$ cat src/sv/lptd_pkg.sv
`timescale 1ns / 1ps
// ----------------------------------------------------------------------------
// lptd_pkg
// shared types and constants for lidar point time and decimate
// ----------------------------------------------------------------------------
package lptd_pkg;

	localparam int CoordW     = 19;
	localparam int RingW      = 7;
	localparam int RawW       = 20;
	localparam int TimeW      = 18;
	localparam int GainW      = 24;
	localparam int YawW       = 17;
	localparam int CfgDataW   = 24;
	localparam int CfgIdxW    = 2;
	localparam int NumRingsDef = 128;
	localparam int CordicIters = 18;
	localparam int AccW       = 26;
	localparam int CvW        = 30;

	localparam logic [CfgIdxW-1:0] RegStep  = 2'd0;
	localparam logic [CfgIdxW-1:0] RegRings = 2'd1;
	localparam logic [CfgIdxW-1:0] RegGain  = 2'd2;
	localparam logic [CfgIdxW-1:0] RegMode  = 2'd3;

	localparam logic [39:0] RangeSq     = 40'd16000000;
	localparam logic [AccW-1:0] HalfTurn = 26'd11796480;
	localparam logic [YawW:0] FullTurnYaw = 18'd92160;
	localparam logic [TimeW:0] WrapTime  = 19'd102116;
	localparam logic [TimeW-1:0] TimeMax = 18'h3FFFF;

	typedef struct packed {
		logic                     clr;
		logic                     live;
		logic                     emit;
		logic                     yaw_mode;
		logic                     ring_ok;
		logic signed [CoordW-1:0] x;
		logic signed [CoordW-1:0] y;
		logic signed [CoordW-1:0] z;
		logic [RingW-1:0]         ring;
		logic [TimeW-1:0]         raw_t;
	} lptd_job_t;

	function automatic logic [AccW-1:0] atan_lut(input logic [4:0] i);
		case (i)
			5'd0:  atan_lut = 26'd2949120;
			5'd1:  atan_lut = 26'd1740967;
			5'd2:  atan_lut = 26'd919879;
			5'd3:  atan_lut = 26'd466945;
			5'd4:  atan_lut = 26'd234379;
			5'd5:  atan_lut = 26'd117304;
			5'd6:  atan_lut = 26'd58666;
			5'd7:  atan_lut = 26'd29335;
			5'd8:  atan_lut = 26'd14668;
			5'd9:  atan_lut = 26'd7334;
			5'd10: atan_lut = 26'd3667;
			5'd11: atan_lut = 26'd1833;
			5'd12: atan_lut = 26'd917;
			5'd13: atan_lut = 26'd458;
			5'd14: atan_lut = 26'd229;
			5'd15: atan_lut = 26'd115;
			5'd16: atan_lut = 26'd57;
			5'd17: atan_lut = 26'd29;
			default: atan_lut = '0;
		endcase
	endfunction

endpackage

$ cat src/sv/lptd_front.sv
`timescale 1ns / 1ps
// ----------------------------------------------------------------------------
// lptd_front
// accepts points, runs range test, decimation phase and raw time scaling
// ----------------------------------------------------------------------------
module lptd_front #(
	parameter int NUM_RINGS = lptd_pkg::NumRingsDef
) (
	input  logic                              clk,
	input  logic                              arst_n,
	input  logic                              in_valid,
	output logic                              in_ready,
	input  logic                              first_of_cloud,
	input  logic signed [lptd_pkg::CoordW-1:0] pos_x,
	input  logic signed [lptd_pkg::CoordW-1:0] pos_y,
	input  logic signed [lptd_pkg::CoordW-1:0] pos_z,
	input  logic [lptd_pkg::RingW-1:0]         ring,
	input  logic [lptd_pkg::RawW-1:0]          raw_time,
	input  logic [7:0]                         step,
	input  logic [7:0]                         rings_in_use,
	input  logic [lptd_pkg::GainW-1:0]         gain,
	input  logic                               yaw_mode,
	output logic                               job_valid,
	input  logic                               job_ready,
	output lptd_pkg::lptd_job_t                job
);
	import lptd_pkg::*;

	typedef enum logic [1:0] {F_IDLE, F_SQ, F_SUM, F_OUT} fstate_t;

	fstate_t state_q;
	logic [7:0] phase_q;
	lptd_job_t job_q;
	logic [39:0] sq_x_q, sq_y_q, sq_z_q;
	logic [43:0] prod_q;
	logic far_q;
	logic [7:0] stp;
	logic [7:0] ph;
	logic [8:0] ph_n;
	logic [TimeW+1:0] tq;
	logic drop;

	assign stp = (step == 8'd0) ? 8'd1 : step;
	assign ph = first_of_cloud ? 8'd0 : phase_q;
	assign ph_n = {1'b0, ph} + 9'd1;
	assign in_ready = (state_q == F_IDLE);
	assign job_valid = (state_q == F_OUT);
	assign job = job_q;
	assign tq = (prod_q[43:36] != 8'd0) ? {2'b00, TimeMax} : prod_q[35:16];
	assign drop = !far_q || (job_q.yaw_mode && !job_q.ring_ok) ||
		(!job_q.yaw_mode && !job_q.emit);

	always_ff @(posedge clk or negedge arst_n) begin
		if (!arst_n) begin
			state_q <= F_IDLE;
			phase_q <= '0;
		end else begin
			case (state_q)
				F_IDLE: begin
					if (in_valid) begin
						phase_q <= (ph_n >= {1'b0, stp}) ? 8'd0 : ph_n[7:0];
						job_q.clr <= first_of_cloud;
						job_q.emit <= (ph == 8'd0);
						job_q.yaw_mode <= yaw_mode;
						job_q.ring_ok <= ({1'b0, ring} < {1'b0, rings_in_use}) &&
							(32'(ring) < NUM_RINGS);
						job_q.x <= pos_x;
						job_q.y <= pos_y;
						job_q.z <= pos_z;
						job_q.ring <= ring;
						sq_x_q <= 40'(pos_x * pos_x);
						sq_y_q <= 40'(pos_y * pos_y);
						sq_z_q <= 40'(pos_z * pos_z);
						prod_q <= 44'({20'd0, raw_time} * {20'd0, gain}) + 44'd32768;
						state_q <= F_SQ;
					end
				end
				F_SQ: begin
					far_q <= (sq_x_q + sq_y_q + sq_z_q) >= RangeSq;
					job_q.raw_t <= (tq > {2'b00, TimeMax}) ? TimeMax : tq[TimeW-1:0];
					state_q <= F_SUM;
				end
				F_SUM: begin
					// a dropped first word of a cloud still goes back to clear ring flags
					job_q.live <= !drop;
					if (drop && !job_q.clr)
						state_q <= F_IDLE;
					else
						state_q <= F_OUT;
				end
				F_OUT: begin
					if (job_ready)
						state_q <= F_IDLE;
				end
				default: state_q <= F_IDLE;
			endcase
		end
	end
endmodule

$ cat config.mk
export PLATFORM = sky130hd
export DESIGN_NAME = lptd_front
export DESIGN_NICKNAME = d
export VERILOG_FILES = /design/src/sv/lptd_pkg.sv /design/src/sv/lptd_front.sv
export SDC_FILE = /design/constraint.sdc
export NUM_CORES = 2
export LEC_CHECK = 0
export CORE_MARGIN = 4
export CORE_UTILIZATION = 24
export DETAILED_ROUTE_END_ITERATION = 12
export DONT_BUFFER_PORTS = 1
export PLACE_DENSITY_LB_ADDON = 0.15
export SYNTH_ARGS = -nofsm -noshare
export SYNTH_HDL_FRONTEND = slang
export SYNTH_SLANG_ARGS = --single-unit
export TNS_END_PERCENT = 30
$ cat constraint.sdc
create_clock -name clk -period 9.7 [get_ports clk]
set_input_delay 1.94 -clock clk [delete_from_list [all_inputs] [get_ports clk]]
set_output_delay 1.94 -clock clk [all_outputs]
set_load 0.01 [all_outputs]
==> flow_summary_export.csv <==
group,metric,value,unit
finish,fin_nets,8208,
sta,fin_skew,38.0,ps
setup_path,critPathMaxFanout,18,
clocking,clock_latency,650,ps
synthesis,ys_ff_latch,234,
synthesis,seq_area_frac_synth,0.113,
route,drc,0,
sta,hold_viol,0,
clocking,cts_root_buf,"clkbuf_16",
setup_path,crit_path_start_kind,"input port",
floorplan,chipHeight,516,microns
sta,timing.fmax,122,MHz
route,routed_wl,169000,microns
clocking,clockBufferDepth,3,
worst_hold_path,worst_hold_path_type,"register to register",
route,firstDrtPassIters,5,
setup_path,cp.required,10130,ps
global_routing,grt_pass1_wl,270000,microns
route,via_count,39200,
synthesis,synth-main-ff-cell,"edfxtp_1",
global_routing,grtUsageTotal,0.132,
synthesis,ys.warnings.count,0,
run,maxCapViolations,0,
clocking,cts.sink_count,234,
sta,rsz0062_at_grt,"no",
placement,dp_hpwl,138000,microns
setup_path,crit_arrival,8660,ps
global_routing,grt.overflow.total,0,
placement,gp_congestion,0.777,
clocking,clkTransAtPathRegs,60,ps
run_status,status,"finished, final reports clean",
finish,area_delta_synth_final,7.86,%
clocking,post_cts_buffers,0,
sta,tns,0,ps
route,wl_per_cell,17.9,microns
synthesis,synth_area_leaders,"fa_1 47%, ha_1 12%, edfxtp_1 11%",
floorplan,die_w,516,microns
floorplan,rows,186,
route,vias_per_cell,4.14,
floorplan,die_area,267000,sq um
placement,port_buffers,0,
route,drtIter0Drc,1633,
sta,slew_viol_final,0,
clocking,cts_hold_buf,0,
finish,final_layout_size_suffix_gt1_frac,0.0194,
clocking,cts_resized,0,
clocking,numCtsBuffers,38,
synthesis,avgSynthCellArea,10.0,sq um
synthesis,yosys.cell_types.count,81,
synthesis,synth_top_area_share,0.467,
sta,worstMarginPinSlew,1040,ps
synthesis,synthCells,6189,
synthesis,synthesis.area,62000,sq um
global_routing,grt_max_degree,67,
sta,finalSetupViolations,0,
global_routing,grt_pass1_vias,45300,
sta,fin_crit,8220,ps
sta,slew_headroom,0.307,
floorplan,io_pins,219,
synthesis,synth_edf_count,224,
global_routing,antenna_found_initial,12,
route,ant_nets,0,
setup_path,critPathCaptureType,"register",
sta,timing.final.crit_share,0.848,
synthesis,yosysTopAreaCell,"fa_1",
synthesis,async_reset_ff_frac,0.0427,
clocking,htree_levels,2,
clocking,cts_tree,"yes",
floorplan,start_util,0.241,
floorplan,core_area,257000,sq um
setup_path,critical_path_class,"input port to register",
finish,fill_cells,27600,
-- path summary, 6_finish.rpt --
check / startpoint / slack, ps / cells past startpoint / end
worst max register to register: sq_z_q[5] / 4960 / 12 / far_q
worst min register to register: prod_q[16] / 500 / 1 / job[0]
worst min-delay path: prod_q[16] / 500 / 1 / job[0]
max in group asynchronous: arst_n / 8620 / 0 / state_q[1]
min in group asynchronous: arst_n / 1010 / 0 / phase_q[5]
worst max-delay path: pos_y[3] / 1480 / 25 / sq_y_q[34]
-- critical path, cell delays in order --
cell,delay (ps)
inv_1,270
nor2_1,140
fa_1,520
inv_1,50
fa_1,500
inv_1,50
fa_1,420
fa_1,550
inv_1,60
fa_1,530
inv_1,50
fa_1,430
ha_1,280
ha_1,360
a21oi_1,160
o21bai_1,70
a21o_1,190
a21oi_1,130
o21ai_0,150
o211ai_1,330
a31oi_1,240
a2111oi_1,700
o31ai_1,140
a21oi_1,200
xnor2_1,200
-- synthesized netlist by cell type (10+ instances only) --
cell	n
o21bai_1	21
a21oi_1	133
xnor2_1	130
a31oi_1	13
clkbuf_1	189
o21a_1	30
or2_2	34
nand2_1	521
inv_1	1681
nand2b_1	50
nor3_1	26
ha_1	585
o21ai_0	64
fa_1	1445
nor2_1	149
nand3_1	35
and3_1	18
a21o_1	55
xor2_1	51
edfxtp_1	224
dfrtp_1	10
a211oi_1	12
nor2b_1	50
nand4_1	15
and2_1	502
-- metrics by stage --
stage / setup WS (ps) / util / cells / instance area (sq um) / hold WS [ps]
final: 1480 / 0.260 / 9466 / 66900 / 502
after global routing: 1080 / 0.260 / 9461 / 66900 / 528
after CTS: 1460 / 0.260 / 9459 / 66900 / 507
after detailed placement: 751 / 0.255 / 9392 / 65600 / 494
after global placement: 737 / 0.255 / 9392 / 65600 / 494
after floorplan: 1150 / - / 6191 / 62000 / 482
-- cell usage in the layout, fill, tap and decap left out, types with 15 or more instances in the layout --
master / netlist / layout
clkbuf_16: 0 / 39
xnor2_1: 130 / 130
nand2_1: 521 / 521
and2_1: 502 / 502
a21o_1: 55 / 55
xor2_1: 51 / 51
nand3_1: 35 / 35
nand4_1: 15 / 15
nor3_1: 26 / 26
o21a_1: 30 / 30
or2_2: 34 / 34
nand2b_1: 50 / 50
fa_1: 1445 / 1445
nor2_1: 149 / 148
edfxtp_1: 224 / 224
and3_1: 18 / 17
nor2b_1: 50 / 50
ha_1: 585 / 585
a21oi_1: 133 / 133
o21ai_0: 64 / 64
inv_1: 1681 / 1681
o21bai_1: 21 / 21
-- routing by layer --
layer  part of all wire  vias to the layer above  GRT usage
li1                   -                    18100          -
met1               0.45                    20600      0.178
met2               0.50                      482      0.231
met3              0.028                      109     0.0139
met4              0.016                        2     0.0223
met5            0.00012                        -          0
-- final cells by class --
cell class	count	area (sq um)	share of cell area
multi-input combinational	4083	48000	0.718
sequential	234	6980	0.104
inverter	1682	6310	0.0944
timing repair buffer	9	67.6	0.00101
clock buffer	45	998	0.0149
clock inverter	22	273	0.00408
tap	3384	4230	0.0633
antenna	7	17.5	0.000262
-- sequential cells by signal, summed over array words and instances, names as in the netlist --
name and flops:
phase_q 8, far_q 1, prod_q 28, state_q 2, sq_x_q 36, sq_y_q 36, job 87, sq_z_q 36
-- cell families (layout without fill, tap and decap cells) --
logic type,count (synthesis),count (layout),share of synthesized area
XOR/XNOR,181,181,0.0256
other,1,10,0.0000605
multiplexers,7,7,0.00119
adder cells (fa/ha/maj),2030,2030,0.585
AND/OR/NAND/NOR,1442,1442,0.118
flip-flops,234,234,0.113
AO/OA/AOI/OAI,420,420,0.0442
buffers and inverters,1874,1758,0.114
Power is left out: the tool's default activity adds up to more than one toggle a clock period on the data nets, which glitch-free logic cannot reach.
